==> src/sv/volume_threshold_trim_bounds_unit_assert.svh <==
// Assertion macros shared by the trim-bounds RTL.
`ifndef VOLUME_THRESHOLD_TRIM_BOUNDS_UNIT_ASSERT_SVH
`define VOLUME_THRESHOLD_TRIM_BOUNDS_UNIT_ASSERT_SVH

// Same-cycle implication, sampled on clk, off during reset.
`define VTTB_ASSERT_SAME(label, ante, cons, msg) \
  label: assert property (@(posedge clk) disable iff (!rst_n) (ante) |-> (cons)) \
    else $error(msg);

// Next-cycle implication, sampled on clk, off during reset.
`define VTTB_ASSERT_NEXT(label, ante, cons, msg) \
  label: assert property (@(posedge clk) disable iff (!rst_n) (ante) |=> (cons)) \
    else $error(msg);

`endif

==> src/sv/vttb_pkg.sv <==
// Shared types and constants of the volume threshold trim-bounds unit.
`default_nettype none
package vttb_pkg;

  localparam int SAMPLE_W     = 32;
  localparam int SIZE_W       = 11;
  localparam int MARGIN_W     = 4;
  localparam int TRIM_W       = 9;
  localparam int KEPT_W       = 11;
  localparam int TRIM_MAX     = 511;
  localparam int MAX_SIZE_DEF = 1024;

  localparam int CFG_ADDR_W = 3;
  localparam int CFG_DATA_W = 32;

  // result packing, lowest bit up
  localparam int OUT_DATA_W = 64;
  localparam int ANY_BIT    = 3 * TRIM_W + 3 * KEPT_W;

  // register indexes
  typedef enum logic [CFG_ADDR_W-1:0] {
    CFG_THRESHOLD = 3'd0,
    CFG_SIZE_X    = 3'd1,
    CFG_SIZE_Y    = 3'd2,
    CFG_SIZE_Z    = 3'd3,
    CFG_MARGIN    = 3'd4
  } cfg_idx_t;

  typedef struct packed {
    logic [SAMPLE_W-1:0] threshold;
    logic [SIZE_W-1:0]   size_x;
    logic [SIZE_W-1:0]   size_y;
    logic [SIZE_W-1:0]   size_z;
    logic [MARGIN_W-1:0] margin;
  } cfg_t;

  localparam cfg_t CFG_RESET = '{
    threshold: '0,
    size_x:    SIZE_W'(1),
    size_y:    SIZE_W'(1),
    size_z:    SIZE_W'(1),
    margin:    MARGIN_W'(2)
  };

  // width of an effective size for a given size limit
  function automatic int size_w_for(int max_size);
    return (max_size > 2047) ? SIZE_W : $clog2(max_size + 1);
  endfunction

  // width of a raster position for a given size limit
  function automatic int pos_w_for(int max_size);
    return ($clog2(max_size) > SIZE_W) ? SIZE_W : $clog2(max_size);
  endfunction

endpackage
`default_nettype wire

==> src/sv/vttb_scan.sv <==
// Raster position counters, hit bounds tracking and end-of-volume snapshot.
`default_nettype none
`include "volume_threshold_trim_bounds_unit_assert.svh"
module vttb_scan
  import vttb_pkg::*;
#(
  parameter int MAX_SIZE = MAX_SIZE_DEF
) (
  input  logic                                  clk,
  input  logic                                  rst_n,
  input  logic                                  in_tvalid,
  output logic                                  in_tready,
  input  logic signed [SAMPLE_W-1:0]            in_sample,
  input  logic signed [SAMPLE_W-1:0]            threshold,
  input  logic [2:0][size_w_for(MAX_SIZE)-1:0]  eff_size,
  output logic                                  snap_valid,
  input  logic                                  snap_ready,
  output logic [2:0][pos_w_for(MAX_SIZE)-1:0]   snap_low,
  output logic [2:0][pos_w_for(MAX_SIZE)-1:0]   snap_high,
  output logic                                  snap_hit
);

  localparam int SZ_W  = size_w_for(MAX_SIZE);
  localparam int POS_W = pos_w_for(MAX_SIZE);

  logic [2:0][POS_W-1:0] pos_r, pos_nxt;
  logic [2:0][POS_W-1:0] low_r, low_nxt;
  logic [2:0][POS_W-1:0] high_r, high_nxt;
  logic                  hit_seen_r, hit_seen_nxt;
  logic [2:0][POS_W-1:0] snap_low_r, snap_low_nxt;
  logic [2:0][POS_W-1:0] snap_high_r, snap_high_nxt;
  logic                  snap_hit_r, snap_hit_nxt;
  logic                  snap_v_r, snap_v_nxt;

  logic                  in_acc;
  logic                  hit;
  logic [2:0]            wrap;
  logic                  last;
  logic [2:0][POS_W-1:0] low_upd, high_upd;

  // a request may enter unless a finished snapshot is stuck
  assign in_tready = !snap_v_r || snap_ready;
  assign in_acc    = in_tvalid && in_tready;
  assign hit       = in_sample > threshold;

  // axis wrap: next position would reach the effective size
  always_comb begin
    for (int a = 0; a < 3; a++) begin
      wrap[a] = ((SZ_W + 1)'(pos_r[a]) + (SZ_W + 1)'(1)) >= (SZ_W + 1)'(eff_size[a]);
    end
    last = wrap[0] && wrap[1] && wrap[2];
  end

  // bounds including the current voxel
  always_comb begin
    for (int a = 0; a < 3; a++) begin
      low_upd[a]  = low_r[a];
      high_upd[a] = high_r[a];
      if (hit) begin
        if (!hit_seen_r || pos_r[a] < low_r[a])  low_upd[a]  = pos_r[a];
        if (!hit_seen_r || pos_r[a] > high_r[a]) high_upd[a] = pos_r[a];
      end
    end
  end

  // scan state and snapshot update
  always_comb begin
    pos_nxt       = pos_r;
    low_nxt       = low_r;
    high_nxt      = high_r;
    hit_seen_nxt  = hit_seen_r;
    snap_low_nxt  = snap_low_r;
    snap_high_nxt = snap_high_r;
    snap_hit_nxt  = snap_hit_r;
    snap_v_nxt    = snap_v_r && !snap_ready;
    if (in_acc) begin
      pos_nxt[0] = wrap[0] ? '0 : POS_W'(pos_r[0] + 1'b1);
      if (wrap[0]) pos_nxt[1] = wrap[1] ? '0 : POS_W'(pos_r[1] + 1'b1);
      if (wrap[0] && wrap[1]) pos_nxt[2] = wrap[2] ? '0 : POS_W'(pos_r[2] + 1'b1);
      if (last) begin
        snap_low_nxt  = low_upd;
        snap_high_nxt = high_upd;
        snap_hit_nxt  = hit_seen_r || hit;
        snap_v_nxt    = 1'b1;
        low_nxt       = '1;
        high_nxt      = '0;
        hit_seen_nxt  = 1'b0;
      end else begin
        low_nxt      = low_upd;
        high_nxt     = high_upd;
        hit_seen_nxt = hit_seen_r || hit;
      end
    end
  end

  always_ff @(posedge clk) begin
    if (!rst_n) begin
      pos_r      <= '0;
      low_r      <= '1;
      high_r     <= '0;
      hit_seen_r <= 1'b0;
      snap_v_r   <= 1'b0;
    end else begin
      pos_r      <= pos_nxt;
      low_r      <= low_nxt;
      high_r     <= high_nxt;
      hit_seen_r <= hit_seen_nxt;
      snap_v_r   <= snap_v_nxt;
    end
  end

  // snapshot payload
  always_ff @(posedge clk) begin
    snap_low_r  <= snap_low_nxt;
    snap_high_r <= snap_high_nxt;
    snap_hit_r  <= snap_hit_nxt;
  end

  assign snap_valid = snap_v_r;
  assign snap_low   = snap_low_r;
  assign snap_high  = snap_high_r;
  assign snap_hit   = snap_hit_r;

  `VTTB_ASSERT_SAME(a_bounds_ordered, hit_seen_r,
    low_r[0] <= high_r[0] && low_r[1] <= high_r[1] && low_r[2] <= high_r[2],
    "hit bounds out of order")
  `VTTB_ASSERT_NEXT(a_last_restarts, in_acc && last,
    snap_v_r && !hit_seen_r && pos_r == '0,
    "end of volume did not restart scan")
  `VTTB_ASSERT_SAME(a_snap_ordered, snap_v_r && snap_hit_r,
    snap_low_r[0] <= snap_high_r[0] && snap_low_r[1] <= snap_high_r[1] &&
    snap_low_r[2] <= snap_high_r[2],
    "snapshot bounds out of order")

endmodule
`default_nettype wire

==> src/sv/vttb_trim.sv <==
// Per-axis trim and kept size from the snapshot, with the result register.
`default_nettype none
`include "volume_threshold_trim_bounds_unit_assert.svh"
module vttb_trim
  import vttb_pkg::*;
#(
  parameter int MAX_SIZE = MAX_SIZE_DEF
) (
  input  logic                                  clk,
  input  logic                                  rst_n,
  input  logic                                  snap_valid,
  output logic                                  snap_ready,
  input  logic [2:0][pos_w_for(MAX_SIZE)-1:0]   snap_low,
  input  logic [2:0][pos_w_for(MAX_SIZE)-1:0]   snap_high,
  input  logic                                  snap_hit,
  input  logic [2:0][size_w_for(MAX_SIZE)-1:0]  eff_size,
  input  logic [MARGIN_W-1:0]                   margin,
  output logic                                  out_tvalid,
  input  logic                                  out_tready,
  output logic [OUT_DATA_W-1:0]                 out_tdata
);

  localparam int SZ_W  = size_w_for(MAX_SIZE);
  localparam int CW    = SZ_W + 5;

  logic [CW-1:0]             m_w;
  logic [2:0][CW-1:0]        first_w, last_w, top_w, lo_w, hi_sum_w, hi_w, th_w, t_w;
  logic [2:0][CW-1:0]        eff_w, dbl_w, kept_w;
  logic [2:0][TRIM_W-1:0]    trim;
  logic [2:0][KEPT_W-1:0]    kept;
  logic [OUT_DATA_W-1:0]     data_nxt;
  logic [OUT_DATA_W-1:0]     out_data_r;
  logic                      out_v_r, out_v_nxt;

  assign m_w = CW'(margin);

  // trim arithmetic, one lane per axis
  always_comb begin
    for (int a = 0; a < 3; a++) begin
      first_w[a]  = CW'(snap_low[a]);
      last_w[a]   = CW'(snap_high[a]);
      eff_w[a]    = CW'(eff_size[a]);
      top_w[a]    = eff_w[a] - CW'(1);
      lo_w[a]     = (first_w[a] > m_w) ? first_w[a] - m_w : '0;
      hi_sum_w[a] = last_w[a] + m_w;
      hi_w[a]     = (hi_sum_w[a] > top_w[a]) ? top_w[a] : hi_sum_w[a];
      th_w[a]     = top_w[a] - hi_w[a];
      t_w[a]      = (lo_w[a] < th_w[a]) ? lo_w[a] : th_w[a];
      if (!snap_hit)                 trim[a] = '0;
      else if (int'(t_w[a]) > TRIM_MAX) trim[a] = TRIM_W'(TRIM_MAX);
      else                           trim[a] = TRIM_W'(t_w[a]);
      dbl_w[a]    = CW'({trim[a], 1'b0});
      kept_w[a]   = (eff_w[a] > dbl_w[a]) ? eff_w[a] - dbl_w[a] : '0;
      kept[a]     = KEPT_W'(kept_w[a]);
    end
  end

  assign data_nxt = OUT_DATA_W'({snap_hit, kept[2], kept[1], kept[0],
                                 trim[2], trim[1], trim[0]});

  // result register
  assign snap_ready = !out_v_r || out_tready;

  always_comb begin
    out_v_nxt = out_v_r && !out_tready;
    if (snap_valid && snap_ready) out_v_nxt = 1'b1;
  end

  always_ff @(posedge clk) begin
    if (!rst_n) begin
      out_v_r <= 1'b0;
    end else begin
      out_v_r <= out_v_nxt;
    end
  end

  always_ff @(posedge clk) begin
    if (snap_valid && snap_ready) out_data_r <= data_nxt;
  end

  assign out_tvalid = out_v_r;
  assign out_tdata  = out_data_r;

  `VTTB_ASSERT_SAME(a_no_hit_no_trim, out_v_r && !out_data_r[ANY_BIT],
    out_data_r[3*TRIM_W-1:0] == '0,
    "trim without any hit")
  `VTTB_ASSERT_NEXT(a_snap_lands, snap_valid && snap_ready, out_v_r,
    "snapshot taken but no result held")
  `VTTB_ASSERT_SAME(a_kept_nonzero, out_v_r,
    out_data_r[3*TRIM_W +: KEPT_W] != '0 &&
    out_data_r[3*TRIM_W+KEPT_W +: KEPT_W] != '0 &&
    out_data_r[3*TRIM_W+2*KEPT_W +: KEPT_W] != '0,
    "kept size of zero")

endmodule
`default_nettype wire

==> src/sv/volume_threshold_trim_bounds_unit.sv <==
// Volume threshold trim-bounds unit: top level with register file and size limits.
//
// Voxels of one volume arrive in raster order (x fastest, then y, then z) at one
// request per clock while input ready is high; each voxel costs one compare
// against the threshold and a min/max update of the hit bounds held in the scan
// stage. After the voxel that completes the volume (counted from the configured
// sizes, 0 read as 1 and values above MAX_SIZE read as MAX_SIZE) a snapshot of
// the bounds is registered and the trim stage registers the result from it.
// Input ready drops only while a snapshot and a finished result both wait on the
// output side. No clearing pass is needed after reset. The user writes registers
// through the cfg port only while no volume is in flight; nothing enforces it.
`default_nettype none
module volume_threshold_trim_bounds_unit
  import vttb_pkg::*;
#(
  parameter int MAX_SIZE = MAX_SIZE_DEF
) (
  input  logic                   clk,
  input  logic                   rst_n,
  // register write port
  input  logic                   cfg_we,
  input  logic [CFG_ADDR_W-1:0]  cfg_addr,
  input  logic [CFG_DATA_W-1:0]  cfg_wdata,
  // voxel stream
  input  logic                   in_tvalid,
  output logic                   in_tready,
  input  logic [SAMPLE_W-1:0]    in_tdata,   // [31:0] sample
  // result stream
  output logic                   out_tvalid,
  input  logic                   out_tready,
  output logic [OUT_DATA_W-1:0]  out_tdata   // trim_x, trim_y, trim_z, kept_x,
                                             // kept_y, kept_z, any_above, pad
);

  localparam int SZ_W  = (MAX_SIZE > 2047) ? SIZE_W : $clog2(MAX_SIZE + 1);
  localparam int POS_W = ($clog2(MAX_SIZE) > SIZE_W) ? SIZE_W : $clog2(MAX_SIZE);

  cfg_t                  cfg_r, cfg_nxt;
  logic [2:0][SIZE_W-1:0] raw_size;
  logic [2:0][SZ_W-1:0]  eff_size;
  logic                  snap_valid, snap_ready, snap_hit;
  logic [2:0][POS_W-1:0] snap_low, snap_high;

  // register write decode
  always_comb begin
    cfg_nxt = cfg_r;
    if (cfg_we) begin
      unique case (cfg_addr)
        CFG_THRESHOLD: cfg_nxt.threshold = cfg_wdata[SAMPLE_W-1:0];
        CFG_SIZE_X:    cfg_nxt.size_x    = cfg_wdata[SIZE_W-1:0];
        CFG_SIZE_Y:    cfg_nxt.size_y    = cfg_wdata[SIZE_W-1:0];
        CFG_SIZE_Z:    cfg_nxt.size_z    = cfg_wdata[SIZE_W-1:0];
        CFG_MARGIN:    cfg_nxt.margin    = cfg_wdata[MARGIN_W-1:0];
        default:       cfg_nxt = cfg_r;
      endcase
    end
  end

  always_ff @(posedge clk) begin
    if (!rst_n) begin
      cfg_r <= CFG_RESET;
    end else begin
      cfg_r <= cfg_nxt;
    end
  end

  // effective sizes: zero reads as one, clamp at MAX_SIZE
  assign raw_size = {cfg_r.size_z, cfg_r.size_y, cfg_r.size_x};

  always_comb begin
    for (int a = 0; a < 3; a++) begin
      if (raw_size[a] == '0)               eff_size[a] = SZ_W'(1);
      else if (int'(raw_size[a]) > MAX_SIZE) eff_size[a] = SZ_W'(MAX_SIZE);
      else                                 eff_size[a] = SZ_W'(raw_size[a]);
    end
  end

  vttb_scan #(
    .MAX_SIZE (MAX_SIZE)
  ) u_scan (
    .clk        (clk),
    .rst_n      (rst_n),
    .in_tvalid  (in_tvalid),
    .in_tready  (in_tready),
    .in_sample  ($signed(in_tdata)),
    .threshold  ($signed(cfg_r.threshold)),
    .eff_size   (eff_size),
    .snap_valid (snap_valid),
    .snap_ready (snap_ready),
    .snap_low   (snap_low),
    .snap_high  (snap_high),
    .snap_hit   (snap_hit)
  );

  vttb_trim #(
    .MAX_SIZE (MAX_SIZE)
  ) u_trim (
    .clk        (clk),
    .rst_n      (rst_n),
    .snap_valid (snap_valid),
    .snap_ready (snap_ready),
    .snap_low   (snap_low),
    .snap_high  (snap_high),
    .snap_hit   (snap_hit),
    .eff_size   (eff_size),
    .margin     (cfg_r.margin),
    .out_tvalid (out_tvalid),
    .out_tready (out_tready),
    .out_tdata  (out_tdata)
  );

endmodule
`default_nettype wire
==> config.mk <==
export PLATFORM = sky130hd
export DESIGN_NAME = volume_threshold_trim_bounds_unit
export DESIGN_NICKNAME = d
export VERILOG_FILES = /design/src/sv/vttb_pkg.sv /design/src/sv/vttb_scan.sv /design/src/sv/vttb_trim.sv /design/src/sv/volume_threshold_trim_bounds_unit.sv
export VERILOG_INCLUDE_DIRS = /design/src /design/src/sv
export SDC_FILE = /design/constraint.sdc
export NUM_CORES = 1
export LEC_CHECK = 0
export CORE_MARGIN = 5
export CORE_UTILIZATION = 45
export DETAILED_ROUTE_END_ITERATION = 7
export DONT_BUFFER_PORTS = 1
export GPL_TIMING_DRIVEN = 0
export RECOVER_POWER = 100
export SKIP_CTS_REPAIR_TIMING = 1
export SLEW_MARGIN = 20
export SYNTH_ARGS = -nofsm -noshare
export SYNTH_HDL_FRONTEND = slang
export SYNTH_SLANG_ARGS = --single-unit
==> constraint.sdc <==
create_clock -name clk -period 9.08 [get_ports clk]
set_clock_uncertainty 0.1 [all_clocks]
set_input_delay 1.816 -clock clk [delete_from_list [all_inputs] [get_ports clk]]
set_output_delay 1.816 -clock clk [all_outputs]
set_load 0.005 [all_outputs]
After elaboration in Yosys (flattened, before gate mapping)
Index checks and enable logic that the tools add are counted.
- multiplexer cells: 42
- equal/unequal tests: 4
- magnitude comparators: 28
- reduce and logical (&&, ||, !) cells: 32
- add/sub/neg operators: 21
- operators by type and width (kind ; count):
    $mux W10 ; 15
    $mux W16 ; 9
    $mux W11 ; 6
    $mux W30 ; 2
    $mux W9 ; 6
    $gt A16 B16 Y1 ; 3
    $gt A16 B9 Y1 const B ; 3
    $lt A16 B16 Y1 ; 3
    $sub A16 B16 Y16 ; 3
    $ge A12 B11 Y1 ; 3
    $sub A11 B1 Y12 const B ; 3
    $add A10 B1 Y11 const B ; 3
    $add A10 B4 Y11 ; 3
    $gt A11 B10 Y1 ; 3
    $gt A11 B11 Y1 const B ; 3
    $logic_not A11 Y1 ; 3
    $sub A10 B4 Y11 ; 3
    $sub A11 B10 Y11 ; 3
    $gt A32 B32 Y1 ; 1
    $add A10 B1 Y10 const B ; 3
    $gt A10 B10 Y1 ; 3
    $gt A10 B4 Y1 ; 3
    $lt A10 B10 Y1 ; 3
    $reduce_and A2 Y1 ; 8
    8 further kinds ; 29
- word-level logic and storage cells: 155
- flip-flop bits (word level): 284
- output and inout port bits: 66
- input port bits: 72

Depth between registers and ports, before layout
- depth after elaboration: 13
- mapped depth: 45

Cells and area by module
A second synthesis with hierarchy kept.
- cell total of the unflattened synthesis: 2507
- area total of the unflattened synthesis: 22521.6 um^2
- modules (own cells, without submodules) (module ; cells each ; seq. area each (um^2) ; area each (um^2) ; instances):
    vttb_scan ; 999 ; 3673.5 ; 9943.3 ; 1
    vttb_trim ; 1170 ; 1851.8 ; 9786.9 ; 1
    volume_threshold_trim_bounds_unit ; 338 ; 1381.3 ; 2791.4 ; 1

Worst setup path after synthesis
Ideal clock, no wire load.
- path type: register -> register
- start: register cfg_r[1] (netlist name)
- end: register u_trim.out_data_r[35] (netlist: u_trim.out_tdata[35]) (data pin)
- buffers on the path: 4
- data required time: 8.712 ns
- period minus slack after synthesis: 9.426 ns
- stages on the path, launching flop included: 42
- library setup time: 0.268 ns
- data arrival time: 9.058 ns
- slack: -0.346 ns
- cell sequence: dfxtp_1 inv_1 fa_1 nor2b_1 o21ai_0 nand2b_1 and3_1 nand3_1 xnor2_1 ha_1 a2111oi_0 nand2_1 o21ai_1 clkbuf_1 mux2i_1 ha_1 and3_1 a21oi_1 (+6 left out) a21o_1 a31oi_1 o211a_1 o211ai_1 and2_1 clkbuf_1 a311oi_2 buf_2 a21oi_1 fa_1 a21o_1 a21o_1 a211oi_1 o21ai_0 a311oi_1 a21o_1 clkbuf_1 nor3_1
- longest elaborated chain between the ends: 10
- elaborated cells on any way between the ends: 14
- those cells by class: 4 x add/sub; 5 x order compare; 5 x mux
- RTL lines (item ; line ; source):
    start, declared ; volume_threshold_trim_bounds_unit.sv:38 ; cfg_t cfg_r, cfg_nxt;
    start signal, assigned ; volume_threshold_trim_bounds_unit.sv:63 ; cfg_r <= cfg_nxt;
    $add A10 B4 Y11 ; vttb_trim.sv:45 ; hi_sum_w[a] = last_w[a] + m_w;
    $gt A16 B16 Y1 ; vttb_trim.sv:46 ; hi_w[a] = (hi_sum_w[a] > top_w[a]) ? top_w[a] : hi_sum_w[a];
    $mux W16 ; vttb_trim.sv:46 ;
    $sub A16 B16 Y16 ; vttb_trim.sv:47 ; th_w[a] = top_w[a] - hi_w[a];
    $lt A16 B16 Y1 ; vttb_trim.sv:48 ; t_w[a] = (lo_w[a] < th_w[a]) ? lo_w[a] : th_w[a];
    $mux W16 * ; vttb_trim.sv:48 ;
    $gt A16 B9 Y1 ; vttb_trim.sv:50 ; else if (int'(t_w[a]) > TRIM_MAX) trim[a] = TRIM_W'(TRIM_MAX);
    $mux W9 * ; vttb_trim.sv:50 ;
    $mux W9 * ; vttb_trim.sv:49 ; if (!snap_hit) trim[a] = '0;
    $sub A11 B10 Y11 / $gt A11 B10 Y1 (equally long branches) ; vttb_trim.sv:53 ; kept_w[a] = (eff_w[a] > dbl_w[a]) ? eff_w[a] - dbl_w[a] : '0;
    end signal, assigned ; vttb_trim.sv:78 ; if (snap_valid && snap_ready) out_data_r <= data_nxt;
    end, declared ; vttb_trim.sv:32 ; logic [OUT_DATA_W-1:0] out_data_r;
Every way passes the cells marked *; elsewhere a longest branch is shown, timed or not.
A chain may end at the register's enable or synchronous reset.

Worst setup path after layout
- start: register cfg_r[13] (netlist name)
- end: register u_trim.out_data_r[59] (netlist: u_trim.out_tdata[59]) (data pin)
- longest elaborated chain between the ends: 13
- elaborated cells on any way between the ends: 15
- those cells by class: 3 x add/sub; 5 x order compare; 6 x mux; 1 x reduce/logical
- RTL lines (item ; line ; source):
    $gt A11 B11 Y1 ; volume_threshold_trim_bounds_unit.sv:73 ; else if (int'(raw_size[a]) > MAX_SIZE) eff_size[a] = SZ_W'(MAX_SIZE);
    $mux W11 ; volume_threshold_trim_bounds_unit.sv:73 ;
    $mux W11 * ; volume_threshold_trim_bounds_unit.sv:72 ; if (raw_size[a] == '0) eff_size[a] = SZ_W'(1);
    $sub A11 B1 Y12 ; vttb_trim.sv:43 ; top_w[a] = eff_w[a] - CW'(1);
    $gt A16 B16 Y1 ; vttb_trim.sv:46 ;
    $mux W16 ; vttb_trim.sv:46 ;
    $sub A16 B16 Y16 ; vttb_trim.sv:47 ;
    $lt A16 B16 Y1 ; vttb_trim.sv:48 ;
    $mux W16 ; vttb_trim.sv:48 ;
    $gt A16 B9 Y1 ; vttb_trim.sv:50 ;
    $mux W9 ; vttb_trim.sv:50 ;
    $mux W9 ; vttb_trim.sv:49 ;
    $sub A11 B10 Y11 / $gt A11 B10 Y1 (equally long branches) ; vttb_trim.sv:53 ;
Marks and branches as above.

==> summary.md <==
| Metric | Value |
|---|---|
| Die ar. | 54000 um2 |
| Crit Path Category | reg2reg |
| Worst vdd ir | 0.129 mV |
| Drt drc | 0 |
| Rows | 81 |
| Die height | 232 um |
| Post-synth top area share | 16.4% |
| Tmin final | 8.79 ns |
| Sequential area share after synthesis | 31.0% |
| CTS tree | done |
| Clock transition at the registers of the reported paths | 0.06 ns |
| Clk Latency, worst-skew pair | 0.57 ns |
| Largest area contributor in the netlist | edfxtp_1 |
| Cells after synthesis | 2520 |
| Failing checks | capacitance limit, slew limit |
| H-tree Lvls | 2 |
| Initial antenna violation count | 0 |
| Cell variety after synth | 74 |
| Register-to-Register Path Depth | 39 |
| DR pass1 iterations | 5 |
| Psw | 1.74 mW |
| Overall power | 4.85 mW |
| Slowest cell delay on critical path | 0.66 ns |
| CP max FO | 10 |
| Total power per unit cell area | 190 nW/um2 |
| Worst hold path depth | 2 |
| Area delta synth->final | 14.5% |
| Global-route wire length before repair | 100 mm |
| Routed via count | 19.0k |
| WL final | 67.4 mm |
| Post-synth EDFFs | 122 |
| Hold Startpoint | cfg_r[58] |
| Final hold vios | 0 |
| Main flop type after synthesis | dfxtp_1 |
| Critical path arrival | 8.99 ns |
| Startpoint types | register |
| # Max-Cap Violations | 2 |
| Hpwl dp | 52.5 mm |
| Req. time, crit path | 9.28 ns |
| Initial drt markers | 1509 |
| Area after DPL | 23200 um2 |
| Root buf cell | clkbuf_16 |
| Core area | 49000 um2 |
| Type of element capturing the critical path | register |
| Mapped Area | 22300 um2 |
| Diode count | 0 |
| Global Route Usage Sum | 23.7% |
| PortBufs | 0 |
| Dominant cells by area after synthesis | edfxtp_1 (16%), ha_1 (16%), dfxtp_1 (15%), nand2_1 (4.3%), inv_1 (3.9%) |
| R2r setup slk | 0.29 ns |
| Peak Freq | 0.114 GHz |
| Nets@finish | 2987 |
| Top cells by count, synth | ha_1 (290), nand2_1 (257), inv_1 (233) |
| Die width | 232 um |
| Rel. slew slack | -56.5% |
| LEAKAGE | 11.0 nW |
| Int Power | 3.12 mW |
| Largest net degree at the start of global routing | 42 |
| WL/cell | 20.4 um |
| Status | finished with violations |
| # clock sinks | 284 |
| Comb pwr share | 38.5% |
| Period utilisation layout | 96.9% |
| Num CTS Buffers | 35 |
| Most common cell in the netlist | ha_1 |
| Clock buffer depth | 3 |
| # setup viols final | 0 |
| Synth Area per Inst | 8.84 um2 |
| Slew Limit Fails | 58 |
| #FFs+latches synth | 284 |
| I/O pin count | 138 |
| Final std cell area, no fill | 25500 um2 |
| Hold EP | cfg_r[58] |
| Fraction of layout cells with a size suffix above 1 | 12.4% |
| Register share of total power | 31.6% |
| Final GP Congestion | 0.957 |
| Vias in the first global route | 18.0k |
| FF-to-FF End | u_trim.out_tdata[59] |
| CP max-delay cell | or4b_2 |
| Global route overflow | 0 |
| Setup tns final | 0 ns |
| Post-DR vias/cell | 5.75 |
| Clk pwr share | 29.9% |
| Final Non-Filler Cells | 3304 |
| Switching portion of total power | 35.8% |
| Hold Path Class | reg2reg |
| Yosys Warn Count | 0 |
| Initial core utilization | 45.5% |
| Final antenna-violating net count | 0 |
| Dpl cells | 3189 |
| Ys async rst share | 0% |
| Reg2reg start | cfg_r[13] |
| Worst Tran Pin Value | 2.35 ns |
cells in the final DEF, fill, tap and decap left out, types with 81 or more instances in the layout:
| cell type | synthesis | final |
|---|---|---|
| ha_1 | 290 | 282 |
| nand2_1 | 257 | 255 |
| inv_1 | 233 | 231 |
| dfxtp_1 | 162 | 152 |
| nor2_1 | 156 | 148 |
| edfxtp_1 | 122 | 122 |
| a21oi_1 | 107 | 97 |
| clkbuf_1 | 94 | 88 |
| a21boi_0 | 84 | 83 |
| o21ai_0 | 96 | 81 |
sequential cells by signal, summed over array words and instances (netlist names):
signal and cells:
u_scan.hit_seen_r 1, u_trim.out_tdata 61, u_trim.out_tvalid 1, u_scan.snap_high 30, u_scan.high_r 30, u_scan.snap_valid 1, u_scan.pos_r 30, u_scan.low_r 30
cfg_r 69, u_scan.snap_hit 1, u_scan.snap_low 30
worst max path at each step:
stage                     depth (start not counted)                   end  slack [ns]  startpoint
after floorplan                                  41  u_trim.out_tdata[35]        0.03    cfg_r[1]
after global placement                           43  u_trim.out_tdata[35]       -2.30    cfg_r[1]
after detailed placement                         43  u_trim.out_tdata[35]       -2.40    cfg_r[1]
after CTS                                        43  u_trim.out_tdata[32]       -2.47    cfg_r[1]
after global routing                             41  u_trim.out_tdata[46]       -0.15   cfg_r[22]
final                                            39  u_trim.out_tdata[59]        0.29   cfg_r[13]
worst max-delay path: cells and delay by family (launching register included):
| kind | cells | cell delay [ns] |
|---|---|---|
| adders and majority gates | 6 | 1.64 |
| and+or+nand+nor | 11 | 2.35 |
| buffers and inverters | 2 | 0.29 |
| DFF | 1 | 0.40 |
| muxes | 1 | 0.15 |
| AOI/OAI and AO/OA | 19 | 3.60 |
metrics by stage:
step	hold WS, ns	worst slack, ns	util (%)
6_report	0.366	0.286	52.1
2_1_floorplan	0.324	0.0281	-
4_1_cts	0.367	-2.47	49.9
5_1_grt	0.387	-0.148	52.1
3_5_place_dp	0.359	-2.40	47.4
3_3_place_gp	0.353	-2.30	47.2
cells by family (layout without fill, tap and decap cells):
| logic type | Yosys count | in the layout | synth area share [%] |
|---|---|---|---|
| muxes | 106 | 106 | 5.12 |
| adders and majority gates | 302 | 302 | 17.4 |
| buffers and inverters | 338 | 454 | 5.79 |
| AOI/OAI and AO/OA | 626 | 628 | 20.0 |
| DFF | 284 | 284 | 31.0 |
| xor gates and xnor gates | 112 | 112 | 4.40 |
| other | 1 | 3 | 0.0168 |
| and+or+nand+nor | 751 | 751 | 16.3 |
layer usage:
layer | global-route usage, % | wire length, um | share of wire (%) | vias up
met1 | 30.1 | 28800 | 43 | 9022
li1 | - | - | - | 9291
met5 | 0 | 0 | 0 | -
met4 | 10.2 | 3090 | 4.6 | 0
met3 | 4.86 | 4310 | 6.4 | 132
met2 | 39.2 | 31200 | 46 | 550
power by group through the flow:
| stage | Clock (mW) | Sequential (mW) | Combinational (mW) |
|---|---|---|---|
| after CTS | 1.48 | 1.53 | 1.68 |
| final | 1.45 | 1.53 | 1.87 |
| after detailed placement | 0 | 1.56 | 1.66 |
| after floorplan | 0 | 1.53 | 1.25 |
| after global routing | 1.54 | 1.55 | 2.07 |
| after global placement | 0 | 1.56 | 1.61 |
cell type report:
cell class                 count  area (um2)
multi-input combinational   1902       14800
buffer                        99         445
clock inverter                16         196
tap                          664         831
clock buffer                  48        1010
timing repair buffer          58         445
sequential                   284        6920
inverter                     233         880
fill                        4655       23400
No activity file was read; power rests on OpenSTA's default activity.
